[config.mk]
export PLATFORM = sky130hd
export DESIGN_NAME = u8w_ctrl
export DESIGN_NICKNAME = d
export VERILOG_FILES = /design/src/design/u8w_pkg.sv /design/src/design/u8w_ctrl.sv
export SDC_FILE = /design/constraint.sdc
export NUM_CORES = 1
export LEC_CHECK = 0
export BUFFER_PORTS_ARGS = -buffer_cell sky130_fd_sc_hd__buf_2
export CAP_MARGIN = 20
export CORE_MARGIN = 10
export CORE_UTILIZATION = 40
export DETAILED_ROUTE_END_ITERATION = 8
export GPL_ROUTABILITY_DRIVEN = 0
export GPL_TIMING_DRIVEN = 0
export PLACE_DENSITY_LB_ADDON = 0.25
export RECOVER_POWER = 100
export SKIP_CTS_REPAIR_TIMING = 1
export SYNTH_ARGS = -nofsm -noshare
export SYNTH_HDL_FRONTEND = slang
export SYNTH_SLANG_ARGS = --single-unit
[constraint.sdc]
create_clock -name i_clk -period 2 [get_ports i_clk]
set_clock_uncertainty 0.1 [all_clocks]
set_input_delay 0.4 -clock i_clk [delete_from_list [all_inputs] [get_ports i_clk]]
set_output_delay 0.4 -clock i_clk [all_outputs]
set_load 0.1 [all_outputs]
[src/design/u8w_pkg.sv]
`timescale 1ns / 1ps
`default_nettype none
package u8w_pkg;

    localparam logic [1:0] OP_APPEND = 2'd0;
    localparam logic [1:0] OP_READ   = 2'd1;
    localparam logic [1:0] OP_CLEAR  = 2'd2;

    localparam logic [1:0] ACT_NONE   = 2'd0;
    localparam logic [1:0] ACT_PUT    = 2'd1;
    localparam logic [1:0] ACT_COMMIT = 2'd2;

    localparam logic [7:0] CH_LF       = 8'h0A;
    localparam logic [7:0] CH_SPACE    = 8'h20;
    localparam logic [7:0] LEAD4_MIN   = 8'hF0;
    localparam logic [7:0] LEAD3_MIN   = 8'hE0;
    localparam logic [7:0] LEAD2_MIN   = 8'hC2;
    localparam logic [7:0] CONT_MASK   = 8'hC0;
    localparam logic [7:0] CONT_TAG    = 8'h80;

    localparam logic [23:0] COUNT_MAX = 24'hFFFFFF;

    typedef struct packed {
        logic load;
        logic dec;
        logic mod_start;
        logic mod_step;
        logic adr;
        logic cp_wr;
        logic put;
        logic clear;
        logic res;
    } t_cmd;

    typedef struct packed {
        logic [1:0] op;
        logic [1:0] act;
        logic       ovf;
        logic       row_ok;
        logic       len_zero;
        logic       cp_last;
        logic       put_last;
        logic       mod_last;
        logic       out_free;
    } t_stat;

endpackage
`default_nettype wire

[src/design/u8w_ctrl.sv]
`timescale 1ns / 1ps
`default_nettype none
module u8w_ctrl (
    input  wire logic          i_clk,
    input  wire logic          i_rst_n,
    input  wire logic          i_in_valid,
    output logic               o_in_ready,
    input  wire u8w_pkg::t_stat i_stat,
    output u8w_pkg::t_cmd      o_cmd
);
    import u8w_pkg::*;

    localparam logic [3:0] S_IDLE = 4'd0;
    localparam logic [3:0] S_DEC  = 4'd1;
    localparam logic [3:0] S_CMT  = 4'd2;
    localparam logic [3:0] S_CPR  = 4'd3;
    localparam logic [3:0] S_CPW  = 4'd4;
    localparam logic [3:0] S_PUT  = 4'd5;
    localparam logic [3:0] S_MOD  = 4'd6;
    localparam logic [3:0] S_ADR  = 4'd7;
    localparam logic [3:0] S_RD   = 4'd8;
    localparam logic [3:0] S_RES  = 4'd9;

    logic [3:0] r_state, n_state;
    logic       r_then_put, n_then_put;

    assign o_in_ready = (r_state == S_IDLE);

    always_comb begin
        n_state    = r_state;
        n_then_put = r_then_put;
        o_cmd      = '0;
        case (r_state)
            S_IDLE: begin
                if (i_in_valid) begin
                    o_cmd.load = 1'b1;
                    n_state    = S_DEC;
                end
            end
            S_DEC: begin
                case (i_stat.op)
                    OP_APPEND: begin
                        o_cmd.dec = 1'b1;
                        case (i_stat.act)
                            ACT_COMMIT: begin
                                n_then_put = 1'b0;
                                n_state    = S_CMT;
                            end
                            ACT_PUT: begin
                                n_then_put = i_stat.ovf;
                                n_state    = i_stat.ovf ? S_CMT : S_PUT;
                            end
                            default: n_state = S_RES;
                        endcase
                    end
                    OP_READ: begin
                        if (i_stat.row_ok) begin
                            o_cmd.mod_start = 1'b1;
                            n_state         = S_MOD;
                        end else begin
                            n_state = S_RES;
                        end
                    end
                    OP_CLEAR: begin
                        o_cmd.clear = 1'b1;
                        n_state     = S_RES;
                    end
                    default: n_state = S_RES;
                endcase
            end
            S_CMT: begin
                if (i_stat.len_zero) begin
                    n_state = r_then_put ? S_PUT : S_RES;
                end else begin
                    n_state = S_CPR;
                end
            end
            S_CPR: n_state = S_CPW;
            S_CPW: begin
                o_cmd.cp_wr = 1'b1;
                if (i_stat.cp_last) begin
                    n_state = r_then_put ? S_PUT : S_RES;
                end else begin
                    n_state = S_CPR;
                end
            end
            S_PUT: begin
                o_cmd.put = 1'b1;
                if (i_stat.put_last) begin
                    n_state = S_RES;
                end
            end
            S_MOD: begin
                o_cmd.mod_step = 1'b1;
                if (i_stat.mod_last) begin
                    n_state = S_ADR;
                end
            end
            S_ADR: begin
                o_cmd.adr = 1'b1;
                n_state   = S_RD;
            end
            S_RD: n_state = S_RES;
            S_RES: begin
                if (i_stat.out_free) begin
                    o_cmd.res = 1'b1;
                    n_state   = S_IDLE;
                end
            end
            default: n_state = S_IDLE;
        endcase
    end

    always_ff @(posedge i_clk) begin
        if (!i_rst_n) begin
            r_state    <= S_IDLE;
            r_then_put <= 1'b0;
        end else begin
            r_state    <= n_state;
            r_then_put <= n_then_put;
        end
    end
endmodule
`default_nettype wire

==> qor.yml, run 1 <==
routing:
  drt_wl_total_mm: 1.94
  wl_per_cell_um: 15.2
  vias: 718
  drcViolationCount: 0
  detail-route-antenna-nets: 0
  drt-pass1-iter-count: 4
  detail_route.iter0.violations: 9
  vias_per_cell: 5.61
pwr:
  finalPower_uw: 612
  powerDensity_mw_per_mm2: 607
  leakage_uw: 0.000418
  ir_drop_uv: 504
setup_path:
  path_delay_family: "simple AND/OR/NAND/NOR gates"
  cp-end-kind: "output pin"
  crit_start: "r_state[3]$_SDFFE_PN0P_"
  worstSetupPathType: "reg -> out"
  ff2ff_setup_slack_ns: 0.26
  r2r-end: "r_then_put$_SDFFE_PN0P_"
  max_stage_delay_ns: 0.55
  endpoint: "o_cmd[7]"
  cp.arrival_ns: 1.71
  slowest_stage: "or4b_4"
  cp-start-kind: "register"
  cp.depth: 5
  crit_fanout: 3
  crit_chain: "buf_6, or4b_4, nand2b_4, nor2_4, buf_12"
  r2r_start: "r_state[3]$_SDFFE_PN0P_"
  path_buf_inv: 2
  critical_path_required_ns: 1.50
  r2r.worst_path.cells: 6
global_routing:
  gr-max-usage-layer: "met2"
  grt.met3_usage: 0.0191
  grt_use_total: 0.0976
  grt_start_max_net_pins: 11
  grt_pass1_wl_mm: 2.93
  met1_usage: 0.112
  antenna_found_initial: 0
  grt-ovfl-total: 0
  grt_pass1_vias: 706
  grt_use_met2: 0.175
floorplanning:
  dieHeight_um: 59.9
  ioPinCount: 24
  std_cell_rows: 14
  die_area_sq_mm: 0.00359
  core_area_sq_mm: 0.00151
  start_util: 0.424
  dieWidth_um: 59.9
sta:
  worst_slew_pin_slew_ns: 0.323
  maxSlewViolCount: 0
  finalHoldViolations: 0
  fin_crit_ns: 2.21
  rsz0062_at_grt: "true"
  fmax_mhz: 452
  finalSetupViolCount: 4
  setup_slack_ns: -0.214
  period_share: 1.11
  relSlewSlack: 0.783
clock_network:
  clk_latency_ns: 0.24
  cts_tree: "built"
  clockRootBuffer: "clkbuf_4"
  clockBufferDepth: 2
  numCtsBuffers: 3
  clk_pin_slew_ns: 0.04
  htree_num_levels: 1
  clock-sinks: 5
synth:
  seq_area_frac_synth: 0.157
  postSynthAreaPerCell_sq_um: 7.60
  synth_warnings: 0
  postSynthNetCount: 101
  synthCells: 84
  ys_ff_latch: 5
  synth.cell_area_sq_um: 638
  synth.distinct_cells: 38
worst_hold_path:
  hold_class: "in -> reg"
  hold_path_depth: 2
layout:
  antenna_cells: 0
  fin_nets: 130
  fillers: 128
  syn2layout_area_growth_pct: 57.8
  drive_above_1_share: 0.446
placement:
  dp_hpwl_mm: 1.42
  pre_cts_slack_ns: -0.205
  port_buffers: 22
outcome:
  status: "finished, violations left"
  violations: "negative setup slack"
job:
  max_cap_violations: 0
-- per-stage QoR --
step | std cells | instance area (sq um) | setup TNS (ns) | hold slack (ns) | utilization
final | 128 | 1010 | -0.595 | 0.332 | 0.669
after global routing | 128 | 1010 | -0.750 | 0.339 | 0.669
after floorplan | 84 | 693 | -2.22 | 0.384 | -
after global placement | 122 | 823 | -0.547 | 0.425 | 0.547
after detailed placement | 122 | 823 | -0.579 | 0.434 | 0.547
after CTS | 126 | 850 | -2.13 | 0.330 | 0.564
-- logic make-up (layout without fill, tap and decap cells) --
family / count (synthesis) / after routing / share of synthesized area
AO/OA/AOI/OAI: 20 / 20 / 0.202
adder cells (fa/ha/maj): 3 / 3 / 0.0588
flip-flops: 5 / 5 / 0.157
buffers and inverters: 12 / 40 / 0.102
AND/OR/NAND/NOR: 41 / 41 / 0.431
multiplexers: 3 / 3 / 0.0490
-- area by class of cell --
| class | instances | area, sq um | share of cell area |
|---|---|---|---|
| timing repair buffer | 25 | 259 | 0.257 |
| tap | 16 | 20.0 | 0.0199 |
| inverter | 6 | 22.5 | 0.0224 |
| buffer | 5 | 40.0 | 0.0398 |
| sequential | 5 | 106 | 0.106 |
| multi-input combinational | 67 | 533 | 0.529 |
| clock buffer | 4 | 26.3 | 0.0261 |
-- placed cells by master (no fill, tap or decap), types with 2 or more instances in the layout --
cell type	instances
nor3_4	2
nand3b_1	2
nor2_4	3
buf_12	7
nor3b_1	2
mux2i_1	2
nand2b_1	5
o21ai_0	4
nor3_1	3
buf_6	6
buf_4	3
inv_1	6
nor2b_1	3
clkbuf_1	2
ha_1	3
clkbuf_4	3
nand2_1	2
a21oi_1	5
nor4b_1	2
buf_2	13
a211oi_1	3
dfxtp_2	2
nor2_1	3
dfxtp_1	2
-- report_power, final --
group | leakage [uW] | total, uW | switching, uW | internal, uW
Sequential | 0.0000422 | 120 | 11.0 | 109
Combinational | 0.000361 | 376 | 219 | 157
Clock | 0.0000150 | 116 | 40.6 | 75.4
Total | 0.000418 | 612 | 271 | 341
-- per-layer routing --
layer	share of wire	vias up
li1	-	356
met1	0.39	340
met2	0.53	22
met3	0.077	0
met4	0	0
met5	0	-
-- flip-flops by register name (all words and copies together) (netlist names) --
signal	flops
r_state	4
r_then_put	1
-- worst min path at each step --
stage / startpoint / endpoint / slack (ns)
4_1_cts: i_rst_n / r_state[1]$_SDFFE_PN0P_ / 0.33
6_report: i_rst_n / r_state[1]$_SDFFE_PN0P_ / 0.33
2_1_floorplan: r_then_put$_SDFFE_PN0P_ / r_then_put$_SDFFE_PN0P_ / 0.38
3_5_place_dp: r_then_put$_SDFFE_PN0P_ / r_then_put$_SDFFE_PN0P_ / 0.43
3_3_place_gp: r_then_put$_SDFFE_PN0P_ / r_then_put$_SDFFE_PN0P_ / 0.43
5_1_grt: i_rst_n / r_state[1]$_SDFFE_PN0P_ / 0.34
-- cells in the mapped netlist (all sizes together) --
cell type	n	share of area
and3b	1	0.014
nand2	2	0.012
nor4b	2	0.027
nor3	6	0.047
a31oi	1	0.0098
nor2	6	0.035
nor3b	2	0.024
and2b	1	0.014
dfxtp	5	0.16
a21oi	5	0.039
o22ai	1	0.0098
nand2b	6	0.071
mux2i	2	0.031
or2b	1	0.012
a221oi	1	0.014
nor2b	4	0.039
buf	6	0.067
a211oi	3	0.035
a21boi	1	0.012
nor4	2	0.043
o31a	1	0.014
nand3b	2	0.024
and2	2	0.020
o21ai	4	0.031
ha	3	0.059
or3	2	0.022
or4b	1	0.022
nand3	1	0.0078
mux2	1	0.018
o21a	1	0.012
o21bai	1	0.012
inv	6	0.035
o2111ai	1	0.014
(Power assumes the default switching activity.)
==> run 2, diff against run 1 <==
- BUFFER_PORTS_ARGS: -buffer_cell sky130_fd_sc_hd__buf_2 -> default
- DONT_BUFFER_PORTS: default -> 1
- RECOVER_POWER: 100 -> 25
==> qor.yml, run 2 (same netlist as run 1, synthesis figures left out) <==
clock_network:
  htree_num_levels: 1  # unchanged
  clk_latency_ns: 0.25  # about the same
  numCtsBuffers: 3  # unchanged
  cts_tree: "built"
  clockBufferDepth: 2  # unchanged
  clk_pin_slew_ns: 0.04  # about the same
  clockRootBuffer: "clkbuf_4"
  clock-sinks: 5  # unchanged
layout:
  stdcell_count: 112  # -13%
  largest_register_ffs: 4  # unchanged
  top_regs: "r_state (4), r_then_put (1)"
  syn2layout_area_growth_pct: 33.5
  drive_above_1_share: 0.406  # -0.0402
  antenna_cells: 0  # unchanged
  regMostFlops: "r_state"
  fin_nets: 114  # -12%
  fillers: 146  # +14%
  final_common_cell: "buf_4"
  final_cell_mix: "buf_4, inv_1, nand2b_1, nor2_4, a21oi_1"
setup_path:
  r2r-end: "r_state[3]$_SDFFE_PN0P_"
  cp-end-kind: "output pin"
  crit_fanout: 7  # +4
  r2r_start: "r_state[2]$_SDFFE_PN0P_"
  cp-start-kind: "register"
  crit_chain: "buf_6, or3_4, nor2_4, and2_4"
  cp.arrival_ns: 2.03  # +0.32 ns
  max_stage_delay_ns: 0.53  # -0.02 ns
  critical_path_required_ns: 1.50  # about the same
  worstSetupPathType: "reg -> out"
  slowest_stage: "nor2_4"
  r2r.worst_path.cells: 6  # unchanged
  ff2ff_setup_slack_ns: 0.34  # +0.08 ns
pwr:
  leakage_uw: 0.000326  # -22%
  powerDensity_mw_per_mm2: 653  # +7.5%
  ir_drop_uv: 526  # +4.2%
floorplanning:
  ioPinCount: 24  # unchanged
  core_area_sq_mm: 0.00151  # unchanged
  std_cell_rows: 14  # unchanged
  dieHeight_um: 59.9  # unchanged
  dieWidth_um: 59.9  # unchanged
  start_util: 0.424  # unchanged
  die_area_sq_mm: 0.00359  # unchanged
global_routing:
  grt_pass1_vias: 650  # -7.9%
  grt-ovfl-total: 0  # unchanged
  antenna_found_initial: 0  # unchanged
  grt_pass1_wl_mm: 2.76  # -5.6%
  grt_use_total: 0.0968  # -0.000722
  grt_start_max_net_pins: 11  # unchanged
routing:
  vias_per_cell: 5.93  # +5.7%
  drt-pass1-iter-count: 4  # unchanged
  drt_wl_total_mm: 1.84  # -5.1%
  vias: 664  # -7.5%
  drcViolationCount: 0  # unchanged
  detail_route.iter0.violations: 15  # +6
  wl_per_cell_um: 16.4  # +8.5%
  detail-route-antenna-nets: 0  # unchanged
sta:
  worst_slew_pin_slew_ns: 0.999  # +0.675 ns
  finalSetupViolCount: 10  # +6
  relSlewSlack: 0.332  # -0.451
  period_share: 1.26  # +0.157
  setup_slack_ns: -0.527  # -0.313 ns
  fin_crit_ns: 2.53  # +0.313 ns
  fmax_mhz: 396  # -12%
  setup_tns_ns: -2.84  # -2.25 ns
  maxSlewViolCount: 0  # unchanged
  finalHoldViolations: 0  # unchanged
  rsz0062_at_grt: "true"
worst_hold_path:
  hold_class: "in -> reg"
  hold_path_startpoint: "i_rst_n"
  hold_path_depth: 1  # -1
  hold-path-endpoint: "r_state[1]$_SDFFE_PN0P_"
placement:
  port_buffers: 0  # -100%
  dp_hpwl_mm: 1.35  # -4.6%
  dp_cells: 100  # -18%
outcome:
  violations: "negative setup slack"
  status: "finished, violations left"
job:
  max_cap_violations: 0  # unchanged
[run 2: stage by stage]
stage | cell area [sq um] | utilization | hold WS [ns] | worst slack [ns] | power [uW]
floorplan | 693 | - | 0.384 | -0.428 | 366
global placement | 713 | 0.473 | 0.423 | -0.549 | 389
detailed placement | 724 | 0.481 | 0.429 | -0.382 | 395
CTS | 751 | 0.498 | 0.175 | -0.652 | 518
global route | 852 | 0.566 | 0.158 | -0.570 | 588
finish | 852 | 0.566 | 0.168 | -0.527 | 556
[run 2: final cells by class]
type	count	area, sq um	share of cell area
Buffer	5	46.3	0.0543
Timing Repair Buffer	9	67.6	0.0793
Clock buffer	4	26.3	0.0308
Sequential cell	5	108	0.126
Tap cell	16	20.0	0.0235
Inverter	6	22.5	0.0264
Multi-Input combinational cell	67	562	0.659
[run 2: worst max-delay path: cells and delay by family (launching register included)]
kind / cells / cell delay [ns]
buffers and inverters: 1 / 0.12
DFF: 1 / 0.32
and+or+nand+nor: 3 / 1.33
[run 2: worst max-delay path by stage]
stage	startpoint	endpoint	slack (ns)	cells past startpoint
3_3_place_gp	r_state[1]$_SDFFE_PN0P_	o_cmd[4]	-0.55	4
6_report	r_state[2]$_SDFFE_PN0P_	o_cmd[8]	-0.53	4
2_1_floorplan	r_state[3]$_SDFFE_PN0P_	o_cmd[2]	-0.43	3
3_5_place_dp	r_state[2]$_SDFFE_PN0P_	o_cmd[8]	-0.38	4
5_1_grt	r_state[2]$_SDFFE_PN0P_	o_cmd[8]	-0.57	4
4_1_cts	r_state[2]$_SDFFE_PN0P_	o_cmd[8]	-0.65	4
[run 2: per-layer routing]
metal	wire length [um]	part of all wire	track usage	vias up
li1	-	-	-	328
met1	695	0.38	0.0895	313
met2	943	0.51	0.171	21
met3	184	0.10	0.0424	2
met4	17	0.0092	0.0577	0
met5	0	0	0	-
[run 2: power breakdown]
| group | total (uW) | leakage, uW | switching [uW] | internal [uW] |
|---|---|---|---|---|
| Combinational | 315 | 0.000268 | 206 | 109 |
| Clock | 122 | 0.0000150 | 46.5 | 75.7 |
| Sequential | 119 | 0.0000427 | 10.3 | 109 |
| Total | 556 | 0.000326 | 263 | 293 |
==> run 3, diff against run 2 <==
- CTS_BUF_LIST: default -> sky130_fd_sc_hd__clkbuf_16
- clock period: 2 -> 3.1 ns (I/O delays scaled with it)
==> qor.yml, run 3 (same netlist as run 1, synthesis figures left out) <==
outcome:
  status: "complete, no violations"
worst_hold_path:
  hold_class: "in -> reg"
  hold-path-endpoint: "r_state[1]$_SDFFE_PN0P_"
  hold_path_startpoint: "i_rst_n"
  hold_path_depth: 1  # unchanged
clock_network:
  cts_tree: "built"
  clock-sinks: 5  # unchanged
  clockRootBuffer: "clkbuf_16"
  clk_pin_slew_ns: 0.03  # about the same
  numCtsBuffers: 3  # unchanged
  clockBufferDepth: 2  # unchanged
  htree_num_levels: 1  # unchanged
  clk_latency_ns: 0.23  # -0.02 ns
global_routing:
  grt-ovfl-total: 0  # unchanged
  grt_use_total: 0.0968  # about the same
  antenna_found_initial: 0  # unchanged
  grt_pass1_vias: 622  # -4.3%
  grt_pass1_wl_mm: 2.84  # +2.7%
  grt_start_max_net_pins: 11  # unchanged
routing:
  drt-pass1-iter-count: 3  # -1
  detail_route.iter0.violations: 8  # -7
  vias: 600  # -9.6%
  drt_wl_total_mm: 1.68  # -8.7%
  vias_per_cell: 5.77  # -2.7%
  drcViolationCount: 0  # unchanged
  wl_per_cell_um: 16.2  # -1.7%
  detail-route-antenna-nets: 0  # unchanged
pwr:
  p_sw_frac: 0.374  # -0.0988
  clkPwrFrac: 0.455  # +0.235
  p_comb_frac: 0.380  # -0.186
  powerDensity_mw_per_mm2: 576  # -12%
  finalPower_uw: 457  # -18%
  p_sw_uw: 171  # -35%
  ir_drop_uv: 507  # -3.5%
  leakage_uw: 0.000306  # -6.0%
  internal_power_uw: 286  # -2.5%
  pwr-share-seq: 0.165  # -0.049
setup_path:
  worstSetupPathType: "reg -> out"
  max_stage_delay_ns: 0.59  # +0.06 ns
  crit_chain: "buf_2, or3_1, nor2_4, and2_2"
  r2r-end: "r_state[3]$_SDFFE_PN0P_"
  crit_fanout: 10  # +3
  slowest_stage: "and2_2"
  cp-start-kind: "register"
  r2r_start: "r_state[2]$_SDFFE_PN0P_"
  r2r.worst_path.cells: 5  # -1
  cp-end-kind: "output pin"
  ff2ff_setup_slack_ns: 1.42  # +1.08 ns
  critical_path_required_ns: 2.38  # +0.88 ns
  cp.arrival_ns: 2.27  # +0.24 ns
floorplanning:
  start_util: 0.424  # unchanged
  ioPinCount: 24  # unchanged
  std_cell_rows: 14  # unchanged
  core_area_sq_mm: 0.00151  # unchanged
  dieWidth_um: 59.9  # unchanged
  dieHeight_um: 59.9  # unchanged
  die_area_sq_mm: 0.00359  # unchanged
layout:
  utilization: 0.526  # -0.0399
  final_common_cell: "inv_1"
  design_area_sq_um: 792  # -7.0%
  fillers: 163  # +12%
  drive_above_1_share: 0.284  # -0.122
  largest_register_ffs: 4  # unchanged
  fin_nets: 106  # -7.0%
  top_regs: "r_state (4), r_then_put (1)"
  syn2layout_area_growth_pct: 24.1
  final_cell_mix: "inv_1, nand2b_1, a21oi_1, dfxtp_1"
  antenna_cells: 0  # unchanged
  regMostFlops: "r_state"
placement:
  dp_hpwl_mm: 1.31  # -3.0%
  placed_cell_area_sq_um: 707  # -2.4%
  port_buffers: 0  # unchanged
sta:
  fmax_mhz: 335
  fin_crit_ns: 2.99
  maxSlewViolCount: 0  # unchanged
  period_share: 0.963
  finalHoldViolations: 0  # unchanged
  rsz0062_at_grt: "false"
  finalSetupViolCount: 0  # -10
  relSlewSlack: 0.288  # -0.0442
  worst_slew_pin_slew_ns: 1.07  # +0.0683 ns
job:
  max_cap_violations: 0  # unchanged
run 3: changes by cell type in the layout (fill, tap and decap cells not counted), moves of 3 or more:
cell       change
clkbuf_16      +3
clkbuf_4       -3
nor2_4         -4
buf_4         -10
buf_2          +3
dfxtp_1        +4
nor2_2         +4
dfxtp_2        -3
run 3: worst max-delay path by stage:
stage                             from  endpoint  cells after the start
2_1_floorplan  r_state[2]$_SDFFE_PN0P_  o_cmd[8]                      4
3_3_place_gp   r_state[2]$_SDFFE_PN0P_  o_cmd[8]                      4
3_5_place_dp   r_state[2]$_SDFFE_PN0P_  o_cmd[8]                      4
4_1_cts        r_state[2]$_SDFFE_PN0P_  o_cmd[8]                      4
5_1_grt        r_state[2]$_SDFFE_PN0P_  o_cmd[8]                      4
6_report       r_state[2]$_SDFFE_PN0P_  o_cmd[8]                      4
run 3: power groups by stage:
stage | Clock [uW] | Combinational [uW] | Sequential (uW)
2_1_floorplan | 0 | 150 | 74.0
3_3_place_gp | 0 | 163 | 75.9
3_5_place_dp | 0 | 171 | 76.0
4_1_cts | 213 | 171 | 75.1
5_1_grt | 218 | 186 | 76.1
6_report | 208 | 173 | 75.1
run 3: through the flow:
step,std cells,hold slack (ns),setup TNS [ns],setup slack [ns]
finish,104,0.423,0,0.115
global route,104,0.427,0,0.0606
CTS,104,0.422,-0.492,-0.492
detailed placement,100,0.421,-0.250,-0.250
global placement,100,0.427,-0.355,-0.243
floorplan,84,0.384,-0.158,-0.155
run 3: layout make-up:
type	instances	area (sq um)	area share
flip-flops and latches	5	100	0.126
inverters	6	22.5	0.0284
clock inverters	1	3.75	0.00474
plain buffers	6	42.5	0.0537
well taps	16	20.0	0.0253
multi-input cells	67	528	0.667
clock buffers	3	75.1	0.0948
run 3: layer usage:
metal | vias up | part of all wire | global-route usage
met1 | 271 | 0.43 | 0.113
met5 | - | 0 | 0
met4 | 0 | 0.011 | 0.0288
met2 | 19 | 0.47 | 0.159
met3 | 2 | 0.096 | 0.0360
li1 | 308 | - | -
run 3: worst max-delay path: cells and delay by family, from the launching register on:
kind                   cells  cell delay (ns)
and+or+nand+nor            3             1.57
DFF                        1             0.30
buffers and inverters      1             0.17
